<file path="src/design/rbd_pkg.sv">
// ----------------------------------------------------------------------------
// rbd_pkg: shared types and constants for the ring buffer deque
// Operation and status codes, field widths and the per-item control bundle
// passed from the step logic to the top level.
// ----------------------------------------------------------------------------
package rbd_pkg;

  // Fixed field widths of the item and register formats
  localparam int OP_W  = 3;
  localparam int VAL_W = 32;
  localparam int POS_W = 4;
  localparam int CNT_W = 5;
  localparam int ST_W  = 2;

  // Operation codes carried in each input item
  typedef enum logic [OP_W-1:0] {
    OP_PUSH_FRONT = 3'd0,
    OP_PUSH_BACK  = 3'd1,
    OP_POP_FRONT  = 3'd2,
    OP_POP_BACK   = 3'd3,
    OP_READ       = 3'd4,
    OP_CLEAR      = 3'd5
  } op_t;

  // Result status codes
  typedef enum logic [ST_W-1:0] {
    ST_OK    = 2'd0,
    ST_FULL  = 2'd1,
    ST_EMPTY = 2'd2,
    ST_RANGE = 2'd3
  } status_t;

  // Register index of the ring size register
  localparam int REG_CAPACITY = 0;

  // Per-item outcome from the step logic
  typedef struct packed {
    logic [CNT_W-1:0] head_nxt;  // new front index
    logic [CNT_W-1:0] fill_nxt;  // new element count
    status_t          status;    // result status
    logic             wr_en;     // store the pushed element
    logic [CNT_W-1:0] wr_idx;    // ring slot for the push
    logic             rd_ok;     // read hits a held element
    logic [CNT_W-1:0] rd_idx;    // ring slot for the read
  } step_t;

endpackage

</file>
<file path="src/design/rbd_step_logic.sv">
// ----------------------------------------------------------------------------
// rbd_step_logic: next-state logic for one deque operation
// Works out the new head and count, the status and the ring slots to write
// or read, from the current head, count and ring size.
// ----------------------------------------------------------------------------
module rbd_step_logic
  import rbd_pkg::*;
(
  input  op_t              op,
  input  logic [POS_W-1:0] position,
  input  logic [CNT_W-1:0] head,
  input  logic [CNT_W-1:0] fill,
  input  logic [CNT_W-1:0] size,
  output step_t            step
);

  // Wrap a sum that stays below twice the ring size
  function automatic logic [CNT_W-1:0] wrap(input logic [CNT_W:0] a,
                                            input logic [CNT_W-1:0] sz);
    logic [CNT_W:0] sz_ext;
    logic [CNT_W:0] diff;
    sz_ext = {1'b0, sz};
    diff   = a - sz_ext;
    return (a >= sz_ext) ? diff[CNT_W-1:0] : a[CNT_W-1:0];
  endfunction

  logic [CNT_W-1:0] front_dec_idx;
  logic [CNT_W-1:0] back_idx;
  logic [CNT_W-1:0] front_inc_idx;
  logic [CNT_W-1:0] pos_idx;
  logic             is_full;
  logic             is_empty;
  logic             pos_ok;

  // Ring slots for each kind of access
  assign front_dec_idx = wrap({1'b0, head} + {1'b0, size} - {{CNT_W{1'b0}}, 1'b1}, size);
  assign back_idx      = wrap({1'b0, head} + {1'b0, fill}, size);
  assign front_inc_idx = wrap({1'b0, head} + {{CNT_W{1'b0}}, 1'b1}, size);
  assign pos_idx       = wrap({1'b0, head} + (CNT_W+1)'(position), size);

  assign is_full  = (fill >= size);
  assign is_empty = (fill == '0);
  assign pos_ok   = (CNT_W'(position) < fill);

  // Decode the operation
  always_comb begin
    step.head_nxt = head;
    step.fill_nxt = fill;
    step.status   = ST_OK;
    step.wr_en    = 1'b0;
    step.wr_idx   = back_idx;
    step.rd_ok    = 1'b0;
    step.rd_idx   = pos_idx;
    case (op)
      OP_PUSH_FRONT: begin
        if (is_full) begin
          step.status = ST_FULL;
        end else begin
          step.head_nxt = front_dec_idx;
          step.fill_nxt = fill + 1'b1;
          step.wr_en    = 1'b1;
          step.wr_idx   = front_dec_idx;
        end
      end
      OP_PUSH_BACK: begin
        if (is_full) begin
          step.status = ST_FULL;
        end else begin
          step.fill_nxt = fill + 1'b1;
          step.wr_en    = 1'b1;
        end
      end
      OP_POP_FRONT: begin
        if (is_empty) begin
          step.status = ST_EMPTY;
        end else begin
          step.head_nxt = front_inc_idx;
          step.fill_nxt = fill - 1'b1;
        end
      end
      OP_POP_BACK: begin
        if (is_empty) begin
          step.status = ST_EMPTY;
        end else begin
          step.fill_nxt = fill - 1'b1;
        end
      end
      OP_READ: begin
        if (pos_ok) begin
          step.rd_ok = 1'b1;
        end else begin
          step.status = ST_RANGE;
        end
      end
      OP_CLEAR: begin
        step.head_nxt = '0;
        step.fill_nxt = '0;
      end
      default: begin
        // unused codes leave the deque untouched
      end
    endcase
  end

endmodule

</file>
<file path="src/design/ring_buffer_deque.sv">
// ----------------------------------------------------------------------------
// ring_buffer_deque: fixed-capacity double-ended queue on a circular store
// Push and pop at either end, read by position from the front, and clear.
// The ring size in use is set by the capacity register.
// ----------------------------------------------------------------------------
//  Channel  Direction  Handshake              Contents
//  in_      slave      in_tvalid/in_tready    operation, value, position
//  out_     master     out_tvalid/out_tready  read_value, count, status
//  cfg_     APB slave  psel/penable/pready    capacity at byte address 0
//
// One item per cycle while no result waits on a low out_tready; the result register loads at the accepting edge.
// Head, count and store update at the accepting edge; the store read port
// registers its data at the same edge, so a read sees every earlier push.
// in_tready is low only while a result waits and out_tready is low.
// Reset (rst_n, synchronous) empties the deque and sets capacity to 16,
// limited to DEPTH; store contents are not cleared. A capacity write empties
// the deque too.
// ----------------------------------------------------------------------------
module ring_buffer_deque
  import rbd_pkg::*;
#(
  parameter int DEPTH      = 16,
  parameter int ELEM_WIDTH = 32
) (
  input  logic        clk,
  input  logic        rst_n,
  // input items
  input  logic        in_tvalid,
  output logic        in_tready,
  input  logic [39:0] in_tdata,   // operation[2:0], value[34:3], position[38:35]
  // result items
  output logic        out_tvalid,
  input  logic        out_tready,
  output logic [39:0] out_tdata,  // read_value[31:0], count[36:32], status[38:37]
  // configuration
  input  logic        cfg_psel,
  input  logic        cfg_penable,
  input  logic        cfg_pwrite,
  input  logic [2:0]  cfg_paddr,
  input  logic [31:0] cfg_pwdata,
  output logic [31:0] cfg_prdata,
  output logic        cfg_pready
);

  localparam int AW = (DEPTH > 1) ? $clog2(DEPTH) : 1;

  // State
  logic [CNT_W-1:0]      head_r, head_nxt;
  logic [CNT_W-1:0]      fill_r, fill_nxt;
  logic [CNT_W-1:0]      cap_r;
  logic                  out_valid_r;
  logic [CNT_W-1:0]      out_count_r;
  status_t               out_status_r;
  logic                  out_rd_ok_r;
  logic [ELEM_WIDTH-1:0] mem [DEPTH];
  logic [ELEM_WIDTH-1:0] mem_q_r;

  logic             in_acc;
  logic             cfg_wr;
  op_t              in_op;
  logic [VAL_W-1:0] in_value;
  logic [POS_W-1:0] in_pos;
  logic [31:0]      cap_ext;
  logic [31:0]      size_ext;
  logic [CNT_W-1:0] size;
  step_t            step;
  logic [31:0]      wr_idx_ext;
  logic [31:0]      rd_idx_ext;
  logic [63:0]      wr_val_ext;
  logic [63:0]      rd_val_ext;

  // Unpack the input item
  assign in_op    = op_t'(in_tdata[2:0]);
  assign in_value = in_tdata[34:3];
  assign in_pos   = in_tdata[38:35];

  assign in_tready = !out_valid_r || out_tready;
  assign in_acc    = in_tvalid && in_tready;

  // Configuration port
  assign cfg_pready = 1'b1;
  assign cfg_wr     = cfg_psel && cfg_penable && cfg_pwrite && cfg_pready
                      && (32'(cfg_paddr[2]) == REG_CAPACITY);
  assign cfg_prdata = (32'(cfg_paddr[2]) == REG_CAPACITY) ? 32'(cap_r) : '0;

  always_ff @(posedge clk) begin
    if (!rst_n) begin
      cap_r <= CNT_W'(16);
    end else if (cfg_wr) begin
      cap_r <= cfg_pwdata[CNT_W-1:0];
    end
  end

  // Ring size: zero acts as one, limit to the store depth
  assign cap_ext  = 32'(cap_r);
  assign size_ext = (cap_ext == 32'd0) ? 32'd1 :
                    (cap_ext > 32'(DEPTH)) ? 32'(DEPTH) : cap_ext;
  assign size     = size_ext[CNT_W-1:0];

  rbd_step_logic u_step (
    .op       (in_op),
    .position (in_pos),
    .head     (head_r),
    .fill     (fill_r),
    .size     (size),
    .step     (step)
  );

  // Advance head and count on an accepted item, empty on a capacity write
  always_comb begin
    head_nxt = head_r;
    fill_nxt = fill_r;
    if (cfg_wr) begin
      head_nxt = '0;
      fill_nxt = '0;
    end else if (in_acc) begin
      head_nxt = step.head_nxt;
      fill_nxt = step.fill_nxt;
    end
  end

  always_ff @(posedge clk) begin
    if (!rst_n) begin
      head_r <= '0;
      fill_r <= '0;
    end else begin
      head_r <= head_nxt;
      fill_r <= fill_nxt;
    end
  end

  // Element store: one write port, one registered read port
  assign wr_idx_ext = 32'(step.wr_idx);
  assign rd_idx_ext = 32'(step.rd_idx);
  assign wr_val_ext = 64'(in_value);

  always_ff @(posedge clk) begin
    if (in_acc && step.wr_en) begin
      mem[wr_idx_ext[AW-1:0]] <= wr_val_ext[ELEM_WIDTH-1:0];
    end
  end

  always_ff @(posedge clk) begin
    if (in_acc) begin
      mem_q_r <= mem[rd_idx_ext[AW-1:0]];
    end
  end

  // Result register: hold while stalled
  always_ff @(posedge clk) begin
    if (!rst_n) begin
      out_valid_r <= 1'b0;
    end else if (in_acc) begin
      out_valid_r <= 1'b1;
    end else if (out_tready) begin
      out_valid_r <= 1'b0;
    end
  end

  always_ff @(posedge clk) begin
    if (in_acc) begin
      out_count_r  <= step.fill_nxt;
      out_status_r <= step.status;
      out_rd_ok_r  <= step.rd_ok;
    end
  end

  // Pack the result item, zero read data unless the read hit
  assign rd_val_ext = 64'(mem_q_r);
  assign out_tvalid = out_valid_r;
  assign out_tdata  = {1'b0, out_status_r, out_count_r,
                       out_rd_ok_r ? rd_val_ext[VAL_W-1:0] : {VAL_W{1'b0}}};

  // Checks
  a_fill_in_ring: assert property (@(posedge clk) disable iff (!rst_n)
    fill_r <= size)
    else $error("element count exceeds ring size");

  a_head_in_ring: assert property (@(posedge clk) disable iff (!rst_n)
    head_r < size)
    else $error("head index outside ring");

  a_cfg_empties: assert property (@(posedge clk) disable iff (!rst_n)
    cfg_wr |=> (fill_r == '0) && (head_r == '0))
    else $error("capacity write did not empty the deque");

  a_range_zero: assert property (@(posedge clk) disable iff (!rst_n)
    out_valid_r && (out_status_r == ST_RANGE) |-> (out_tdata[31:0] == '0))
    else $error("out-of-range read returned data");

endmodule

</file>
<file path="config.mk">
export PLATFORM = sky130hd
export DESIGN_NAME = ring_buffer_deque
export DESIGN_NICKNAME = d
export VERILOG_FILES = /design/src/design/rbd_pkg.sv /design/src/design/rbd_step_logic.sv /design/src/design/ring_buffer_deque.sv
export SDC_FILE = /design/constraint.sdc
export NUM_CORES = 1
export LEC_CHECK = 0
export BUFFER_PORTS_ARGS = -buffer_cell sky130_fd_sc_hd__buf_4
export CAP_MARGIN = 10
export CORE_UTILIZATION = 35
export DETAILED_ROUTE_END_ITERATION = 6
export RECOVER_POWER = 100
export SLEW_MARGIN = 20
export SYNTH_ARGS = -nofsm -noshare
export SYNTH_HDL_FRONTEND = slang
export SYNTH_SLANG_ARGS = --single-unit
</file>
<file path="constraint.sdc">
create_clock -name clk -period 9.65 [get_ports clk]
set_clock_uncertainty 0.2 [all_clocks]
set_input_delay 1.93 -clock clk [delete_from_list [all_inputs] [get_ports clk]]
set_output_delay 1.93 -clock clk [all_outputs]
set_load 0.03 [all_outputs]
</file>
==> metrics.txt <==
DRC violations left 0; Routed WL 60,200 microns; worst-case hold slack 0.336 ns; global-route wire length before repair ~90,000 microns; Placement Rows 97; worst slew margin relative to its limit -154%; die extent in x 269 microns; total area of multi-input combinational cells 7280 sq um; effective utilization at floorplan around 35%; post-synthesis sequential element count 568; Max stage delay on crit path 1.78 ns; Peak supply drop 0.000146 V; CTS-repair resized insts 0; count of pins over their slew limit 608; maximum number of pins on one net before global-route repair between 100 and 150; startpoint class of the critical path input pin; setup-violating endpoint count in the final report 0; type of the worst setup path input pin to register; WL/cell 22.3 microns; final critical-path required period ~7.8 ns; power density relative to cell area 220 nW/um^2; fraction of layout cells with a size suffix above 1 a little over a tenth; R2R depth 15; TritonCTS clock tree built; share of synthesized cell area in and, or, nand and nor gates under 10%; clock slew seen by the registers of the worst setup and hold paths 0.06 ns; number of fill cells roughly 6,500; Adder-Cell Fraction of Synth Area 3.00%; Clock Path Buffers 3; unrepaired setup endpoints after global routing false; sum of negative setup slack 0 ns; total clock sinks 568; Max Fclk 0.128 GHz; quantity of hold-fixing buffers added after cts 0; clock tree root driver cell sky130_fd_sc_hd__clkbuf_16; number of setup buffers added after CTS 0; hpwl dp 30,500 microns; share of flip-flops with an asynchronous set or reset 0%; sort of element at the end of the critical path register; Final Cycle Share 81.0%; worst setup path endpoint mem_q_r[2]; leftover overflow at the end of global routing 0; number of levels the H-tree was split into 2; most common cell after layout, fill and taps aside sky130_fd_sc_hd__edfxtp_1; number of detailed-route iterations in the first pass 5; fraction of the mapped netlist area in compound gates 10.9%; Via density 5.32; Critical-path top delay cell sky130_fd_sc_hd__nand2_1; RePlAce Congestion 0.773; cell class contributing the biggest share of worst-path delay simple AND/OR/NAND/NOR gates; number of enable flip-flop cells after synthesis around 550; ys flop type sky130_fd_sc_hd__edfxtp_1; number of logic stages on the critical path including buffering 14; number of vias after detailed routing 14,379; post-synthesis mux area share under 10%; Hold Path Class register to register; slew of the pin with the lowest slew margin 3.81 ns; dominant combinational cell family by area after synthesis compound AO/OA/AOI/OAI gates; die area 72,100 sq um; share of the synthesized netlist area taken by xor and xnor gates less than 1%; reported leakage power a little under 10 nW; required time of the critical path 9.77 ns; number of global-route vias before repair 14,200; Detailed Route Iter0 Violations 1,070; number of instances in the synthesized netlist 1,638; clock latency on the worst-skew pair 0.62 ns; Bufs and invs on worst path 2; Syn-to-layout area delta 12.9%; worst setup path startpoint in_tdata[37]; Storage cell area 16,900 sq um; antenna violations before repair 5; reg-to-reg critical path startpoint cap_r[4]; number of endpoints with negative hold slack in the final report 0; largest fanout on the critical path 107; violations in the final reports max-capacitance violations, max-slew violations; Crit path arrival time 7.94 ns; internal reg-to-reg setup slack 2.05 ns; number of routed nets with antenna violations 0; outcome complete, but fails checks; post-synthesis sequential area ratio 67.9%; core region area approximately 70,000 sq um; I/O pin cnt 157; Cell Area, Synth 24,900 sq um; Post-Layout Cell Count 2,703; count of cell types in the netlist 65; Port Buffers 97; number of cells in the design after placement 2,601; Max Cap Viol 19; Worst R2R End mem[5][16]; ordered cell list for the critical path clkbuf_1 -> ha_1 -> a21oi_1 -> nand2_1 -> xor2_1 -> ha_1 -> a21oi_1 -> nor2b_1 -> or4_4 -> nand2_1 -> buf_12 -> mux2i_1 -> a211oi_1 -> or4_1; height of the die 269 microns; Inserted Clock Buffers 59; highest-count cells in the layout ignoring fill and taps sky130_fd_sc_hd__edfxtp_1, sky130_fd_sc_hd__a211oi_1, sky130_fd_sc_hd__mux2i_1, sky130_fd_sc_hd__and3_1, sky130_fd_sc_hd__clkbuf_1; Overall Global Routing Usage 16.7%; mean area per synthesized cell 15.2 sq um; net total in the final layout 1,860; number of warnings printed during yosys synthesis 0
## metrics by stage
step	total power (W)	cell area [sq um]	worst slack (ns)	util, %
2_1_floorplan	0.00371	25000	2.45	-
3_3_place_gp	0.00403	26600	2.42	37.9
3_5_place_dp	0.00405	26600	2.35	37.9
4_1_cts	0.00625	28400	2.99	40.5
5_1_grt	0.00643	28100	1.55	40.0
6_report	0.00619	28100	1.83	40.0
## power by group
part           switching [W]  total, W  internal [W]
registers          0.0000241   0.00283       0.00280
clock network       0.000930   0.00221       0.00128
logic               0.000749   0.00115      0.000404
## area by class of cell
| cell class | count | share of cell area (%) |
|---|---|---|
| clock inverters | 33 | 1.25 |
| clock buffers | 68 | 5.38 |
| repair buffers | 131 | 2.60 |
| inverters | 36 | 0.481 |
| multi-input cells | 926 | 25.9 |
| diodes | 1 | 0.00891 |
| well taps | 940 | 4.19 |
| flip-flops and latches | 568 | 60.2 |
## cell families after synthesis
family                     count (synthesis)
and+or+nand+nor                          317
buffers and inverters                    171
AOI/OAI and AO/OA                        349
other                                      2
muxes                                    153
adders and majority gates                 56
DFF                                      568
xor gates and xnor gates                  22
## state kept, by name (all words and copies together) (netlist names)
register,flops
fill_r,5
out_count_r,5
mem,512
head_r,5
cap_r,5
mem_q_r,32
out_tvalid,1
out_rd_ok_r,1
out_status_r,2
## tightest hold or removal path: stages (launching register included)
cell and delay, ns:
sky130_fd_sc_hd__dfxtp_1 0.31, sky130_fd_sc_hd__nand2b_1 0.09, sky130_fd_sc_hd__a21boi_0 0.08
## metal layers
metal / vias to the layer above / routed length, microns / part of all wire (%) / global-route usage (%)
li1: 6636 / - / - / -
met3: 91 / 2950 / 4.9 / 2.48
met1: 7301 / 27000 / 45 / 22.7
met4: 6 / 1230 / 2.0 / 4.38
met5: - / 38 / 0.063 / 0
met2: 345 / 29000 / 48 / 27.9
## how the worst min path moves through the flow
stage | slack [ns] | to | cells after the start | start
2_1_floorplan | 0.30 | cap_r[0] | 2 | cap_r[0]
3_3_place_gp | 0.33 | out_tvalid | 2 | out_tvalid
3_5_place_dp | 0.34 | out_tvalid | 2 | out_tvalid
4_1_cts | 0.35 | out_tvalid | 2 | out_tvalid
5_1_grt | 0.38 | cap_r[0] | 2 | cap_r[0]
6_report | 0.34 | out_tvalid | 2 | out_tvalid
## synth_stat cells, types with 16 or more instances
cell,n,share of area (%)
sky130_fd_sc_hd__a211oi_1,238,7.2
sky130_fd_sc_hd__a211oi_2,25,1.3
sky130_fd_sc_hd__a21oi_1,19,0.38
sky130_fd_sc_hd__and2_1,34,0.86
sky130_fd_sc_hd__and3_1,129,3.2
sky130_fd_sc_hd__buf_2,41,0.83
sky130_fd_sc_hd__buf_4,32,0.97
sky130_fd_sc_hd__clkbuf_1,51,0.77
sky130_fd_sc_hd__dfxtp_1,16,1.3
sky130_fd_sc_hd__edfxtp_1,552,67
sky130_fd_sc_hd__ha_1,50,2.5
sky130_fd_sc_hd__inv_1,36,0.54
sky130_fd_sc_hd__mux2i_1,144,5.8
sky130_fd_sc_hd__nand2_1,35,0.53
sky130_fd_sc_hd__nor2_1,19,0.29
sky130_fd_sc_hd__nor4_1,18,0.45
sky130_fd_sc_hd__or4_1,32,0.97
sky130_fd_sc_hd__xnor2_1,17,0.60
No activity file was read; power rests on OpenSTA's default activity.
